==> src/rtl/dsrv_pkg.sv <==
`timescale 1ns / 1ps
// ----------------------------------------------------------------------------
// dsrv_pkg
// Shared constants, types and the byte-wide CRC-32 step of the dual-slot
// record validator.
// ----------------------------------------------------------------------------
package dsrv_pkg;

  localparam int unsigned PAYLOAD_MAX   = 256;
  localparam int unsigned HEADER_BYTES  = 24;
  localparam int unsigned HDR_CRC_BYTES = HEADER_BYTES - 4;
  localparam int unsigned HDR_WORDS     = HEADER_BYTES / 4;

  localparam int unsigned POS_W   = 9;
  localparam int unsigned CNT_W   = POS_W + 1;
  localparam int unsigned SIZE_W  = 9;
  localparam int unsigned WIDX_W  = 3;

  localparam logic [POS_W-1:0] POS_MAX = '1;

  localparam logic [31:0] CRC_INIT    = 32'hFFFF_FFFF;
  localparam logic [31:0] CRC_POLY    = 32'hEDB8_8320;
  localparam logic [31:0] MAGIC_RST   = 32'h5236_3453;
  localparam logic [15:0] VERSION_RST = 16'd1;

  localparam int unsigned PADDR_W = 3;
  localparam logic REG_MAGIC   = 1'b0;
  localparam logic REG_VERSION = 1'b1;

  localparam logic [1:0] SEL_SLOT0 = 2'd0;
  localparam logic [1:0] SEL_SLOT1 = 2'd1;
  localparam logic [1:0] SEL_NONE  = 2'd2;

  typedef enum logic [2:0] {
    ERR_NONE  = 3'd0,
    ERR_SHORT = 3'd1,
    ERR_ID    = 3'd2,
    ERR_SIZE  = 3'd3,
    ERR_HCRC  = 3'd4,
    ERR_PCRC  = 3'd5
  } err_t;

  typedef struct packed {
    err_t              err;
    logic [31:0]       gen;
    logic [31:0]       boot;
    logic [SIZE_W-1:0] size;
  } rec_verdict_t;

  function automatic logic [31:0] crc32_byte(input logic [31:0] crc, input logic [7:0] b);
    logic [31:0] c;
    c = crc ^ {24'd0, b};
    for (int k = 0; k < 8; k++) begin
      c = (c >> 1) ^ (CRC_POLY & {32{c[0]}});
    end
    return c;
  endfunction

endpackage

==> src/rtl/dsrv_if.sv <==
`timescale 1ns / 1ps
// ----------------------------------------------------------------------------
// dsrv channel interfaces
// Valid/ready channels for the record byte stream and the record verdicts.
// ----------------------------------------------------------------------------
interface dsrv_in_if;
  logic       valid;
  logic       ready;
  logic [7:0] data_byte;
  logic       slot;
  logic       last_byte;

  modport source (output valid, output data_byte, output slot, output last_byte,
                  input ready);
  modport sink (input valid, input data_byte, input slot, input last_byte,
                output ready);
endinterface

interface dsrv_out_if;
  logic        valid;
  logic        ready;
  logic        record_ok;
  logic [2:0]  error_code;
  logic        record_slot;
  logic [31:0] record_generation;
  logic [31:0] record_boot_count;
  logic [8:0]  record_payload_size;
  logic [1:0]  chosen_slot;
  logic [31:0] chosen_generation;
  logic [31:0] chosen_boot_count;

  modport source (output valid, output record_ok, output error_code, output record_slot,
                  output record_generation, output record_boot_count,
                  output record_payload_size, output chosen_slot,
                  output chosen_generation, output chosen_boot_count, input ready);
  modport sink (input valid, input record_ok, input error_code, input record_slot,
                input record_generation, input record_boot_count,
                input record_payload_size, input chosen_slot,
                input chosen_generation, input chosen_boot_count, output ready);
endinterface

==> src/rtl/dsrv_record.sv <==
`timescale 1ns / 1ps
// ----------------------------------------------------------------------------
// dsrv_record
// Tracks one record: byte position, header capture, both CRC-32 runs, and
// the verdict when the record closes.
// ----------------------------------------------------------------------------
module dsrv_record (
  input  logic                     clk,
  input  logic                     rst_n,
  input  logic                     step,
  input  logic [7:0]               data_byte,
  input  logic                     last_byte,
  input  logic [31:0]              exp_magic,
  input  logic [15:0]              exp_version,
  output dsrv_pkg::rec_verdict_t   verdict
);

  logic [dsrv_pkg::POS_W-1:0] pos_r, pos_nxt;
  logic [31:0]                hcrc_r, hcrc_nxt;
  logic [31:0]                pcrc_r, pcrc_nxt;
  logic [31:0]                hw_r   [dsrv_pkg::HDR_WORDS];
  logic [31:0]                hw_nxt [dsrv_pkg::HDR_WORDS];

  logic [dsrv_pkg::WIDX_W-1:0] widx;
  logic [1:0]                  lane;
  logic [4:0]                  lsb;
  logic [dsrv_pkg::POS_W-1:0]  pay_off;
  logic [15:0]                 size_cur;
  logic [15:0]                 size_n;
  logic                        size_ok;
  logic [dsrv_pkg::CNT_W-1:0]  count;
  logic [dsrv_pkg::CNT_W-1:0]  need;

  always_comb begin
    hw_nxt   = hw_r;
    hcrc_nxt = hcrc_r;
    pcrc_nxt = pcrc_r;
    widx     = pos_r[4:2];
    lane     = 2'd3 - pos_r[1:0];
    lsb      = {lane, 3'b000};
    pay_off  = pos_r - dsrv_pkg::POS_W'(dsrv_pkg::HEADER_BYTES);
    size_cur = hw_r[1][15:0];
    if (pos_r < dsrv_pkg::POS_W'(dsrv_pkg::HEADER_BYTES)) begin
      hw_nxt[widx][lsb +: 8] = hw_r[widx][lsb +: 8] | data_byte;
      if (pos_r < dsrv_pkg::POS_W'(dsrv_pkg::HDR_CRC_BYTES)) begin
        hcrc_nxt = dsrv_pkg::crc32_byte(hcrc_r, data_byte);
      end
    end else if (size_cur <= 16'(dsrv_pkg::PAYLOAD_MAX) && {7'd0, pay_off} < size_cur) begin
      pcrc_nxt = dsrv_pkg::crc32_byte(pcrc_r, data_byte);
    end
  end

  always_comb begin
    count   = {1'b0, pos_r} + dsrv_pkg::CNT_W'(1);
    size_n  = hw_nxt[1][15:0];
    size_ok = size_n <= 16'(dsrv_pkg::PAYLOAD_MAX);
    need    = dsrv_pkg::CNT_W'(dsrv_pkg::HEADER_BYTES) + {1'b0, size_n[dsrv_pkg::SIZE_W-1:0]};
    verdict.gen  = hw_nxt[2];
    verdict.boot = hw_nxt[3];
    verdict.size = size_ok ? size_n[dsrv_pkg::SIZE_W-1:0] : '0;
    priority if (count < dsrv_pkg::CNT_W'(dsrv_pkg::HEADER_BYTES)) begin
      verdict.err = dsrv_pkg::ERR_SHORT;
    end else if (hw_nxt[0] != exp_magic || hw_nxt[1][31:16] != exp_version) begin
      verdict.err = dsrv_pkg::ERR_ID;
    end else if (!size_ok) begin
      verdict.err = dsrv_pkg::ERR_SIZE;
    end else if (hw_nxt[5] != ~hcrc_nxt) begin
      verdict.err = dsrv_pkg::ERR_HCRC;
    end else if (count < need) begin
      verdict.err = dsrv_pkg::ERR_SHORT;
    end else if (hw_nxt[4] != ~pcrc_nxt) begin
      verdict.err = dsrv_pkg::ERR_PCRC;
    end else begin
      verdict.err = dsrv_pkg::ERR_NONE;
    end
  end

  always_comb begin
    if (count[dsrv_pkg::CNT_W-1]) begin
      pos_nxt = dsrv_pkg::POS_MAX;
    end else begin
      pos_nxt = count[dsrv_pkg::POS_W-1:0];
    end
  end

  always_ff @(posedge clk) begin
    if (!rst_n) begin
      pos_r  <= '0;
      hcrc_r <= dsrv_pkg::CRC_INIT;
      pcrc_r <= dsrv_pkg::CRC_INIT;
      for (int i = 0; i < dsrv_pkg::HDR_WORDS; i++) begin
        hw_r[i] <= '0;
      end
    end else if (step) begin
      if (last_byte) begin
        pos_r  <= '0;
        hcrc_r <= dsrv_pkg::CRC_INIT;
        pcrc_r <= dsrv_pkg::CRC_INIT;
        for (int i = 0; i < dsrv_pkg::HDR_WORDS; i++) begin
          hw_r[i] <= '0;
        end
      end else begin
        pos_r  <= pos_nxt;
        hcrc_r <= hcrc_nxt;
        pcrc_r <= pcrc_nxt;
        hw_r   <= hw_nxt;
      end
    end
  end

endmodule

==> src/rtl/dual_slot_record_validator_unit.sv <==
`timescale 1ns / 1ps
// ----------------------------------------------------------------------------
// dual_slot_record_validator_unit
// Validates A/B save records streamed one byte per word and selects the
// newest valid slot.
// ----------------------------------------------------------------------------
// The block takes one record byte per cycle unless a closing word waits for
// the output: each word passes an input register and then a single step of
// byte-wide CRC-32, header capture and, on the closing byte, the record checks
// and slot selection. A record's verdict is registered onto the output channel
// as its closing word leaves the input register; input keeps flowing while a
// verdict waits to be taken unless a second closing word arrives behind it.
// Bytes of a record need not carry the same slot tag; the closing byte's tag
// decides. Magic and version registers lie at byte addresses 0 and 4.
module dual_slot_record_validator_unit (
  input  logic                           clk,
  input  logic                           rst_n,
  dsrv_in_if.sink                        in_ch,
  dsrv_out_if.source                     out_ch,
  input  logic                           psel,
  input  logic                           penable,
  input  logic                           pwrite,
  input  logic [dsrv_pkg::PADDR_W-1:0]   paddr,
  input  logic [31:0]                    pwdata,
  output logic [31:0]                    prdata,
  output logic                           pready
);

  logic [31:0] magic_r;
  logic [15:0] version_r;
  logic        reg_wr;

  logic       s1_valid_r;
  logic [7:0] s1_byte_r;
  logic       s1_slot_r;
  logic       s1_last_r;
  logic       s1_adv;
  logic       out_free;
  logic       close;

  dsrv_pkg::rec_verdict_t verdict;

  logic        sv_r   [2];
  logic [31:0] sg_r   [2];
  logic [31:0] sb_r   [2];
  logic        sv_nxt [2];
  logic [31:0] sg_nxt [2];
  logic [31:0] sb_nxt [2];
  logic        rec_ok;
  logic [1:0]  chosen;
  logic [31:0] cgen;
  logic [31:0] cboot;

  logic        out_valid_r;
  logic        ok_r;
  logic [2:0]  err_r;
  logic        rslot_r;
  logic [31:0] rgen_r;
  logic [31:0] rboot_r;
  logic [8:0]  rsize_r;
  logic [1:0]  cslot_r;
  logic [31:0] cgen_r;
  logic [31:0] cboot_r;

  assign pready = 1'b1;
  assign reg_wr = psel && penable && pwrite;
  assign prdata = (paddr[2] == dsrv_pkg::REG_VERSION) ? {16'd0, version_r} : magic_r;

  always_ff @(posedge clk) begin
    if (!rst_n) begin
      magic_r   <= dsrv_pkg::MAGIC_RST;
      version_r <= dsrv_pkg::VERSION_RST;
    end else if (reg_wr) begin
      unique case (paddr[2])
        dsrv_pkg::REG_MAGIC:   magic_r   <= pwdata;
        dsrv_pkg::REG_VERSION: version_r <= pwdata[15:0];
        default:               magic_r   <= magic_r;
      endcase
    end
  end

  assign out_free    = !out_valid_r || out_ch.ready;
  assign s1_adv      = s1_valid_r && (!s1_last_r || out_free);
  assign close       = s1_adv && s1_last_r;
  assign in_ch.ready = !s1_valid_r || s1_adv;

  always_ff @(posedge clk) begin
    if (!rst_n) begin
      s1_valid_r <= 1'b0;
    end else if (in_ch.ready) begin
      s1_valid_r <= in_ch.valid;
    end
  end

  always_ff @(posedge clk) begin
    if (in_ch.ready && in_ch.valid) begin
      s1_byte_r <= in_ch.data_byte;
      s1_slot_r <= in_ch.slot;
      s1_last_r <= in_ch.last_byte;
    end
  end

  dsrv_record u_record (
    .clk         (clk),
    .rst_n       (rst_n),
    .step        (s1_adv),
    .data_byte   (s1_byte_r),
    .last_byte   (s1_last_r),
    .exp_magic   (magic_r),
    .exp_version (version_r),
    .verdict     (verdict)
  );

  always_comb begin
    rec_ok = verdict.err == dsrv_pkg::ERR_NONE;
    sv_nxt = sv_r;
    sg_nxt = sg_r;
    sb_nxt = sb_r;
    sv_nxt[s1_slot_r] = rec_ok;
    sg_nxt[s1_slot_r] = rec_ok ? verdict.gen : '0;
    sb_nxt[s1_slot_r] = rec_ok ? verdict.boot : '0;
    priority if (sv_nxt[0] && sv_nxt[1]) begin
      chosen = (sg_nxt[1] > sg_nxt[0]) ? dsrv_pkg::SEL_SLOT1 : dsrv_pkg::SEL_SLOT0;
    end else if (sv_nxt[0]) begin
      chosen = dsrv_pkg::SEL_SLOT0;
    end else if (sv_nxt[1]) begin
      chosen = dsrv_pkg::SEL_SLOT1;
    end else begin
      chosen = dsrv_pkg::SEL_NONE;
    end
    unique case (chosen)
      dsrv_pkg::SEL_SLOT0: begin
        cgen  = sg_nxt[0];
        cboot = sb_nxt[0];
      end
      dsrv_pkg::SEL_SLOT1: begin
        cgen  = sg_nxt[1];
        cboot = sb_nxt[1];
      end
      default: begin
        cgen  = '0;
        cboot = '0;
      end
    endcase
  end

  always_ff @(posedge clk) begin
    if (!rst_n) begin
      for (int i = 0; i < 2; i++) begin
        sv_r[i] <= 1'b0;
        sg_r[i] <= '0;
        sb_r[i] <= '0;
      end
    end else if (close) begin
      sv_r <= sv_nxt;
      sg_r <= sg_nxt;
      sb_r <= sb_nxt;
    end
  end

  always_ff @(posedge clk) begin
    if (!rst_n) begin
      out_valid_r <= 1'b0;
    end else if (close) begin
      out_valid_r <= 1'b1;
    end else if (out_ch.ready) begin
      out_valid_r <= 1'b0;
    end
  end

  always_ff @(posedge clk) begin
    if (close) begin
      ok_r    <= rec_ok;
      err_r   <= verdict.err;
      rslot_r <= s1_slot_r;
      rgen_r  <= verdict.gen;
      rboot_r <= verdict.boot;
      rsize_r <= verdict.size;
      cslot_r <= chosen;
      cgen_r  <= cgen;
      cboot_r <= cboot;
    end
  end

  assign out_ch.valid               = out_valid_r;
  assign out_ch.record_ok           = ok_r;
  assign out_ch.error_code          = err_r;
  assign out_ch.record_slot         = rslot_r;
  assign out_ch.record_generation   = rgen_r;
  assign out_ch.record_boot_count   = rboot_r;
  assign out_ch.record_payload_size = rsize_r;
  assign out_ch.chosen_slot         = cslot_r;
  assign out_ch.chosen_generation   = cgen_r;
  assign out_ch.chosen_boot_count   = cboot_r;

endmodule

==> src/flat_wrapper.sv <==
// flat-port wrapper written by rule: the top's interface ports become plain ports
module dual_slot_record_validator_unit_flat 
  (clk, rst_n, psel, penable, pwrite, paddr, pwdata, prdata, pready, in_ch_valid, in_ch_data_byte, in_ch_slot, in_ch_last_byte, in_ch_ready, out_ch_valid, out_ch_record_ok, out_ch_error_code, out_ch_record_slot, out_ch_record_generation, out_ch_record_boot_count, out_ch_record_payload_size, out_ch_chosen_slot, out_ch_chosen_generation, out_ch_chosen_boot_count, out_ch_ready);
  dsrv_in_if in_ch_i ();
  dsrv_out_if out_ch_i ();
  input  logic clk;
  input  logic rst_n;
  input  logic psel;
  input  logic penable;
  input  logic pwrite;
  input  logic [dsrv_pkg::PADDR_W-1:0] paddr;
  input  logic [31:0] pwdata;
  output logic [31:0] prdata;
  output logic pready;
  input wire logic [$bits(in_ch_i.valid)-1:0] in_ch_valid;
  input wire logic [$bits(in_ch_i.data_byte)-1:0] in_ch_data_byte;
  input wire logic [$bits(in_ch_i.slot)-1:0] in_ch_slot;
  input wire logic [$bits(in_ch_i.last_byte)-1:0] in_ch_last_byte;
  output wire logic [$bits(in_ch_i.ready)-1:0] in_ch_ready;
  output wire logic [$bits(out_ch_i.valid)-1:0] out_ch_valid;
  output wire logic [$bits(out_ch_i.record_ok)-1:0] out_ch_record_ok;
  output wire logic [$bits(out_ch_i.error_code)-1:0] out_ch_error_code;
  output wire logic [$bits(out_ch_i.record_slot)-1:0] out_ch_record_slot;
  output wire logic [$bits(out_ch_i.record_generation)-1:0] out_ch_record_generation;
  output wire logic [$bits(out_ch_i.record_boot_count)-1:0] out_ch_record_boot_count;
  output wire logic [$bits(out_ch_i.record_payload_size)-1:0] out_ch_record_payload_size;
  output wire logic [$bits(out_ch_i.chosen_slot)-1:0] out_ch_chosen_slot;
  output wire logic [$bits(out_ch_i.chosen_generation)-1:0] out_ch_chosen_generation;
  output wire logic [$bits(out_ch_i.chosen_boot_count)-1:0] out_ch_chosen_boot_count;
  input wire logic [$bits(out_ch_i.ready)-1:0] out_ch_ready;
  assign in_ch_i.valid = in_ch_valid;
  assign in_ch_i.data_byte = in_ch_data_byte;
  assign in_ch_i.slot = in_ch_slot;
  assign in_ch_i.last_byte = in_ch_last_byte;
  assign in_ch_ready = in_ch_i.ready;
  assign out_ch_valid = out_ch_i.valid;
  assign out_ch_record_ok = out_ch_i.record_ok;
  assign out_ch_error_code = out_ch_i.error_code;
  assign out_ch_record_slot = out_ch_i.record_slot;
  assign out_ch_record_generation = out_ch_i.record_generation;
  assign out_ch_record_boot_count = out_ch_i.record_boot_count;
  assign out_ch_record_payload_size = out_ch_i.record_payload_size;
  assign out_ch_chosen_slot = out_ch_i.chosen_slot;
  assign out_ch_chosen_generation = out_ch_i.chosen_generation;
  assign out_ch_chosen_boot_count = out_ch_i.chosen_boot_count;
  assign out_ch_i.ready = out_ch_ready;
  dual_slot_record_validator_unit u_core (.clk(clk), .rst_n(rst_n), .in_ch(in_ch_i), .out_ch(out_ch_i), .psel(psel), .penable(penable), .pwrite(pwrite), .paddr(paddr), .pwdata(pwdata), .prdata(prdata), .pready(pready));
endmodule
==> config.mk <==
export PLATFORM = sky130hd
export DESIGN_NAME = dual_slot_record_validator_unit_flat
export DESIGN_NICKNAME = d
export VERILOG_FILES = /design/src/rtl/dsrv_pkg.sv /design/src/rtl/dsrv_if.sv /design/src/rtl/dsrv_record.sv /design/src/rtl/dual_slot_record_validator_unit.sv /design/src/flat_wrapper.sv
export SDC_FILE = /design/constraint.sdc
export NUM_CORES = 2
export LEC_CHECK = 0
export ABC_AREA = 1
export BUFFER_PORTS_ARGS = -buffer_cell sky130_fd_sc_hd__buf_2
export CAP_MARGIN = 20
export CELL_PAD_IN_SITES_DETAIL_PLACEMENT = 0
export CELL_PAD_IN_SITES_GLOBAL_PLACEMENT = 2
export CORE_ASPECT_RATIO = 1.75
export CORE_UTILIZATION = 25
export CTS_CLUSTER_SIZE = 25
export DETAILED_ROUTE_END_ITERATION = 6
export PLACE_DENSITY = 0.61
export RECOVER_POWER = 50
export SYNTH_ARGS = -nofsm -noshare
export SYNTH_HDL_FRONTEND = slang
export SYNTH_SLANG_ARGS = --single-unit
export TNS_END_PERCENT = 10
==> constraint.sdc <==
create_clock -name clk -period 8 [get_ports clk]
set_input_delay 1.2 -clock clk [delete_from_list [all_inputs] [get_ports clk]]
set_output_delay 1.2 -clock clk [all_outputs]
set_load 0.02 [all_outputs]
# Word-level counts from Yosys, hierarchy flattened
# Cells that the tools add are included.
# Widths: inputs -> output; s select.
dict set report word_totals {
  register_bits 599
  inputBits 52
  out_inout_bits 179
  wordCells 141
}
dict set report op_classes {
  n_addsub 5
  magnitude_cmp 12
  n_eq_ne 5
  shift 3
  n_mux 40
  bitwise 24
  reduce_logical 21
}
# operator count
set ops {}
lappend ops {{$xor 31x32->32} 16}
lappend ops {{$mux 32} 13}
lappend ops {{$mux 192} 2}
lappend ops {{$bwmux 192} 1}
lappend ops {{$bwmux 64} 2}
lappend ops {{$pmux 32 s2} 2}
lappend ops {{$bmux 32 s3} 1}
lappend ops {{$demux 32 s3} 1}
lappend ops {{$ne 32x32->1} 3}
lappend ops {{$not 32->32} 2}
lappend ops {{$xor 32x8->32} 2}
lappend ops {{$demux 32 s1} 1}
lappend ops {{$gt 32x32->1} 1}
lappend ops {{$le 16x9->1 const B} 2}
lappend ops {{$shift 8x7->32 const A} 1}
lappend ops {{$shiftx 32x6->8} 1}
lappend ops {{$shiftx 8x7->32} 1}
lappend ops {{$lt 9x5->1 const B} 2}
lappend ops {{$mux 3} 6}
lappend ops {{$mux 9} 2}
lappend ops {{$lt 9x16->1} 1}
lappend ops {{$ne 16x16->1} 1}
lappend ops {{$add 5x9->10 const A} 1}
lappend ops {{$add 9x1->10 const B} 1}
lappend ops {{25 further kinds} 44}

# Logic depth before layout (Yosys ltp)
dict set report depth {
  ltp_word 27
  depth_mapped 50
}

# By module
# A second synthesis with hierarchy kept.
dict set report unflattened {
  hier_cells 5269
  hier_area_um2 35140.0
}
# mod instances cells_per_inst area_each_um2 seq_area_each_um2
set by_module_without_submodules {}
lappend by_module_without_submodules {dsrv_record 1 3413 20200.6 5305.1}
lappend by_module_without_submodules {dual_slot_record_validator_unit 1 1856 14939.3 8227.9}

# Least setup slack after synthesis
# OpenSTA, ideal clock, no wires.
dict set report synth_timing {
  path_type {register -> register}
  startpoint {register u_core.u_record.pos_r[0] (netlist bit)}
  endpoint {register u_core.cgen_r[5] (netlist: u_core.out_ch.chosen_generation[5]) (data pin)}
  setup_ns 0.253
  arrival_ns 6.073
  slack_ns 1.674
  stages_incl_launch_ff 43
  n_path_buf 7
  path_cell_list {dfxtp_1 > buf_2 > inv_2 > buf_2 > buf_2 > ha_1 > nor3_2 > buf_2 > nand2_1 > nand2_1 > o21ai_1 > inv_1 > o21ai_0 > nor2_1 > inv_1 > o21ai_0 > nand2_1 > ha_1 > [7 not listed] > nand2_2 > inv_2 > buf_4 > nand3_1 > nand2_1 > inv_1 > ha_1 > nand2_1 > or3_1 > o21ai_0 > nand2_1 > a32o_1 > nand3_2 > nand2_1 > buf_6 > buf_4 > nand3_1 > nand2_1}
}
# item line_no
set synth_rtl {}
lappend synth_rtl {{start: declaration} dsrv_record.sv:18} ;# logic [dsrv_pkg::POS_W-1:0] pos_r, pos_nxt;
lappend synth_rtl {{start signal: assignment} dsrv_record.sv:103} ;# pos_r <= pos_nxt;
lappend synth_rtl {{end signal: assignment} dual_slot_record_validator_unit.sv:180} ;# cgen_r <= cgen;
lappend synth_rtl {{end: declaration} dual_slot_record_validator_unit.sv:62} ;# logic [31:0] cgen_r;

# Worst setup path in the final report
dict set report layout_timing {
  startpoint {register u_core.u_record.pos_r[2] (netlist bit)}
  endpoint {register u_core.cgen_r[25] (netlist: u_core.out_ch.chosen_generation[25]) (data pin)}
}
dict set report layout_via {
  elab_chain_cells 24
}
# item line_no
set layout_rtl {}
lappend layout_rtl {{$not 3->4 (implied by the code)} dsrv_record.sv:44} ;# hw_nxt[widx][lsb +: 8] = hw_r[widx][lsb +: 8] | data_byte;
lappend layout_rtl {{$bmux 32 s3} dsrv_record.sv:44}
lappend layout_rtl {{$mux 32 (implied by the code) (2 in series)} dsrv_record.sv:44}
lappend layout_rtl {{$shiftx 32x6->8} dsrv_record.sv:44}
lappend layout_rtl {{$or 8x8->8} dsrv_record.sv:44}
lappend layout_rtl {{$shiftx 8x7->32} dsrv_record.sv:44}
lappend layout_rtl {{$bwmux 192} dsrv_record.sv:44}
lappend layout_rtl {{$mux 192} dsrv_record.sv:43} ;# if (pos_r < dsrv_pkg::POS_W'(dsrv_pkg::HEADER_BYTES)) begin
lappend layout_rtl {{[8 not listed]} --}
lappend layout_rtl {{$mux 32} dual_slot_record_validator_unit.sv:120} ;# sg_nxt[s1_slot_r] = rec_ok ? verdict.gen : '0;
lappend layout_rtl {{$bwmux 64} dual_slot_record_validator_unit.sv:120}
lappend layout_rtl {{$gt 32x32->1} dual_slot_record_validator_unit.sv:123} ;# chosen = (sg_nxt[1] > sg_nxt[0]) ? dsrv_pkg::SEL_SLOT1 : dsrv_pkg::SEL_SLOT0;
lappend layout_rtl {{$mux 1} dual_slot_record_validator_unit.sv:123}
lappend layout_rtl {{$mux 2} dual_slot_record_validator_unit.sv:122} ;# priority if (sv_nxt[0] && sv_nxt[1]) begin
lappend layout_rtl {{$eq 2x1->1 or $logic_not 2->1 (tied branches)} dual_slot_record_validator_unit.sv:131} ;# unique case (chosen)
lappend layout_rtl {{$pmux 32 s2 *} dual_slot_record_validator_unit.sv:131}
lappend layout_rtl {{net u_core.cgen[25]} dual_slot_record_validator_unit.sv:51} ;# logic [31:0] cgen;
# Mark *: on every way through the listed nets, which the timed path passes. The rest lies on a longest branch. The select of a mux whose other input is x is not followed.
# A chain may end at the register's enable or synchronous reset.

==> results by group <==
Die
  – Core Region: around 140000 µm²
  – Die area: between 100000 and 150000 µm²
  – Number of top-level pins: approximately 230
  – Rows: 179
  – Initial core utilization: 25.2%
  – Die Wd: 282 µm
  – Die Ht: ~490 µm

Clock tree
  – CTS tree: yes
  – Num CTS Buffers: 71
  – Sink Count: 599
  – Clock root buffer: clkbuf_16
  – Clk slew on worst S/H paths: 0.06 ns
  – Htree depth: 3
  – Clk buf depth: 3
  – Skew-Pair Late Insertion Delay: 0.68 ns

Setup path
  – Slowest-stage cell, CP: nand4_1
  – Crit path largest cell delay: 0.66 ns
  – Crit path top cell by count: nand2_1
  – Worst path arrival time: 8.00 ns
  – Worst setup SP type: register
  – Worst Setup End Kind: register
  – WS Path Type: reg2reg
  – Worst path required time: 8.41 ns
  – Worst-path fanout max: 27

Hold path
  – Hold crit path type: reg2reg

Global route
  – Initial antenna violation count: 1
  – Vias in the first global route: 32.5k
  – Global-route wire length before repair: 229000 µm
  – GR Util All Layers: 22.7%
  – GRT overflow: 0
  – Pin count of the biggest net entering global routing: ~120

Finish
  – Share of cells above drive strength 1: 9.25%
  – Number of fill cells in the layout: 15.4k
  – Area delta synth->final: 15.9%
  – FF+latch area: 13500 µm²
  – Multi-input gate area: 18300 µm²
  – Layout Nets: ~5.3k

Power and ir drop
  – Worst vdd ir: about 0.00015 V
  – Design Power: 7.84 mW
  – Power Density: 197 nW/µm²
  – Leak pwr: between 15 and 20 nW

Synth
  – Seq cells post-synth: approximately 600
  – Post-Synthesis Net Count: 5170
  – Main combinational cell family by area after synthesis: simple AND/OR/NAND/NOR gates
  – Post-Synth XOR/XNOR Area: 3.65%
  – Leading area contributor after synthesis: dfxtp_1
  – Synth warn: 0
  – Synth top area cells: dfxtp_1 (26%), nand2_1 (21%), edfxtp_1 (13%)
  – Cells after Synth: 5060
  – Synth unique cells: 63
  – Sequential area share after synthesis: 39.4%
  – Simple-gate area share of the yosys netlist: between 30% and 40%
  – Post-synthesis adder-cell area fraction: 2.11%
  – Compound-cell area share of the yosys netlist: a little under an eighth
  – Synthesized area per cell: 6.79 µm²
  – Mapped Area: 34400 µm²
  – Yosys top cell area share: 25.9%
  – Mux cell area share after synthesis: less than 1%

Detailed routing
  – Via count: 33.8k
  – Detailed Route WL: 161000 µm
  – Detailed router's first-iteration violation count: 2285
  – Per-cell routed wire length: 22.7 µm
  – DR vias/cell: 4.77
  – Drt pass-1 iters: 5
  – DRC: 0
  – ANT nets after route: 0

Timing
  – TNS Setup: 0 ns
  – FMAX: 0.132 GHz
  – Fin. max-slew vios: roughly 310
  – Slew margin rel.: -153%
  – Clock skew after layout: 0.0247 ns
  – RSZ-0062 raised after global routing: false
  – Transition time of the tightest slew-check pin: approximately 3.8 ns
  – Fin crit share: 94.9%
  – Final setup viols: 0
  – Min Clock Period, post-route: 7.59 ns
  – Final Hold Viols: 0

Outcome
  – Status: finished, violations left
  – Failing checks: max-capacitance violations, max-slew violations

Placement
  – PortBufs: 227
  – Routability congestion estimate: 0.885
  – Hpwl dp: roughly 120000 µm

Flow run
  – Max-cap violations: 7
path summary, 6_finish.rpt:
| check | startpoint | end | slack [ns] | depth (start not counted) |
|---|---|---|---|---|
| worst max register to register | u_core.u_record.pos_r[2]$_SDFFE_PN0P_ | u_core.out_ch.chosen_generation[25]$_DFFE_PP_ | 0.41 | 42 |
| worst max-delay path | u_core.u_record.pos_r[2]$_SDFFE_PN0P_ | u_core.out_ch.chosen_generation[25]$_DFFE_PP_ | 0.41 | 42 |
| worst min register to register | u_core.sg_r[15]$_SDFFE_PN0P_ | u_core.sg_r[15]$_SDFFE_PN0P_ | 0.45 | 2 |
| worst min-delay path | u_core.sg_r[15]$_SDFFE_PN0P_ | u_core.sg_r[15]$_SDFFE_PN0P_ | 0.45 | 2 |
logic make-up after synthesis:
kind of cell / after synthesis
AOI/OAI and AO/OA: 764
xor gates and xnor gates: 130
adders and majority gates: 58
buffers and inverters: 595
DFF: 599
muxes: 2
other: 1
and+or+nand+nor: 2911
what timing repair did:
item / in CTS / in global routing
hold buffers: 0 / 0
setup buffers: 0 / 1
setup endpoints to repair: 1 / 65
resized for setup: 1 / 9
cloned: 0 / 2
pin swaps: 0 / 2
where the power goes:
part | switching (mW) | total (mW) | internal [mW]
Sequential | 0.0528 | 3.22 | 3.16
Clock | 1.48 | 3.44 | 1.96
Combinational | 0.855 | 1.18 | 0.328
layer usage:
layer  global-route usage [%]  wire length [µm]
met1                     25.0             62000
met2                     43.2             86400
met3                     2.12              5020
met4                     10.3              7850
met5                        0                 0
through the flow:
| stage | utilization [%] | hold slack, ns | instance area (µm²) | worst slack [ns] | std cells |
|---|---|---|---|---|---|
| floorplan | - | 0.426 | 34400 | 1.67 | 5060 |
| global placement | 27.7 | 0.436 | 37700 | 0.0156 | 6956 |
| detailed placement | 27.7 | 0.439 | 37700 | 0.0301 | 6956 |
| CTS | 29.4 | 0.453 | 40100 | 0.00195 | 7085 |
| global route | 29.3 | 0.463 | 39800 | 0.0215 | 7089 |
| finish | 29.3 | 0.449 | 39800 | 0.410 | 7089 |
synth_stat cells (all sizes together):
cell type / number
o21a: 4
clkbuf: 167
and2: 3
a21boi: 3
buf: 125
nand2: 1942
dfxtp: 445
o31a: 1
a31o: 1
clkinv: 4
nor4: 2
nand4: 53
nand3: 545
o21bai: 1
a31oi: 1
nor3: 10
a2111oi: 2
xnor3: 1
xor2: 88
o2111a: 1
o22ai: 4
or2: 72
edfxtp: 154
ha: 58
nand3b: 11
inv: 299
xnor2: 41
o211ai: 12
or3: 1
o211a: 1
nor4b: 1
mux2i: 1
conb: 1
a221oi: 2
o221a: 1
a211oi: 2
o21ai: 317
a32o: 1
mux2: 1
nor2: 271
a21oi: 404
a2bb2oi: 6
area by class of cell:
| cell class | instances | share of cell area [%] |
|---|---|---|
| Multi-Input combinational cell | 3866 | 45.9 |
| Sequential cell | 599 | 34.0 |
| Tap cell | 1810 | 5.68 |
| Timing Repair Buffer | 381 | 5.54 |
| Clock buffer | 100 | 5.14 |
| Inverter | 303 | 2.90 |
| Clock inverter | 29 | 0.829 |
| Antenna cell | 1 | 0.00628 |
flip-flops by register name (all words and copies together), names as in the netlist:
signal and cells:
u_core.u_record.hw_r 192, u_core.sb_r 64, u_core.sg_r 64, u_core.magic_r 32
u_core.out_ch.chosen_boot_count 32, u_core.out_ch.chosen_generation 32, u_core.out_ch.record_boot_count 32, u_core.out_ch.record_generation 32
u_core.u_record.hcrc_r 32, u_core.u_record.pcrc_r 32, u_core.version_r 16, u_core.out_ch.record_payload_size 9
u_core.u_record.pos_r 9, u_core.s1_byte_r 8, u_core.out_ch.error_code 3, u_core.out_ch.chosen_slot 2
u_core.sv_r 2, u_core.out_ch.record_ok 1, u_core.out_ch.record_slot 1, u_core.out_ch.valid 1
u_core.s1_last_r 1, u_core.s1_slot_r 1, u_core.s1_valid_r 1
critical path, delay by kind of cell (launching register included):
kind	cells	cell delay (ns)
buffers and inverters	11	1.87
AO/OA/AOI/OAI	1	0.22
flip-flops	1	0.41
AND/OR/NAND/NOR	29	4.43
adder cells (fa/ha/maj)	1	0.29
placed cells by master, fill, tap and decap left out, types with 6 or more instances in the layout:
cell | Yosys | layout
or2_2 | 70 | 70
ha_1 | 58 | 58
inv_2 | 26 | 26
clkinv_2 | 0 | 9
clkinv_1 | 4 | 10
o21ai_0 | 236 | 235
nor2_4 | 6 | 8
inv_1 | 272 | 268
nand4_2 | 15 | 9
o211ai_1 | 12 | 12
clkbuf_8 | 0 | 12
o21ai_1 | 80 | 81
buf_4 | 18 | 116
nor2_1 | 260 | 258
xor2_1 | 86 | 86
buf_2 | 71 | 57
nor3_1 | 9 | 9
nand2_2 | 27 | 27
buf_12 | 1 | 12
dfxtp_1 | 445 | 444
edfxtp_1 | 154 | 154
clkbuf_1 | 167 | 204
nand3_1 | 530 | 530
nand3b_1 | 11 | 11
a21oi_1 | 403 | 403
nand3_2 | 15 | 15
nand2_1 | 1912 | 1911
a2bb2oi_1 | 6 | 6
nand4_1 | 38 | 44
xnor2_1 | 34 | 34
clkbuf_16 | 0 | 75
No activity file was read; power rests on OpenSTA's default activity.
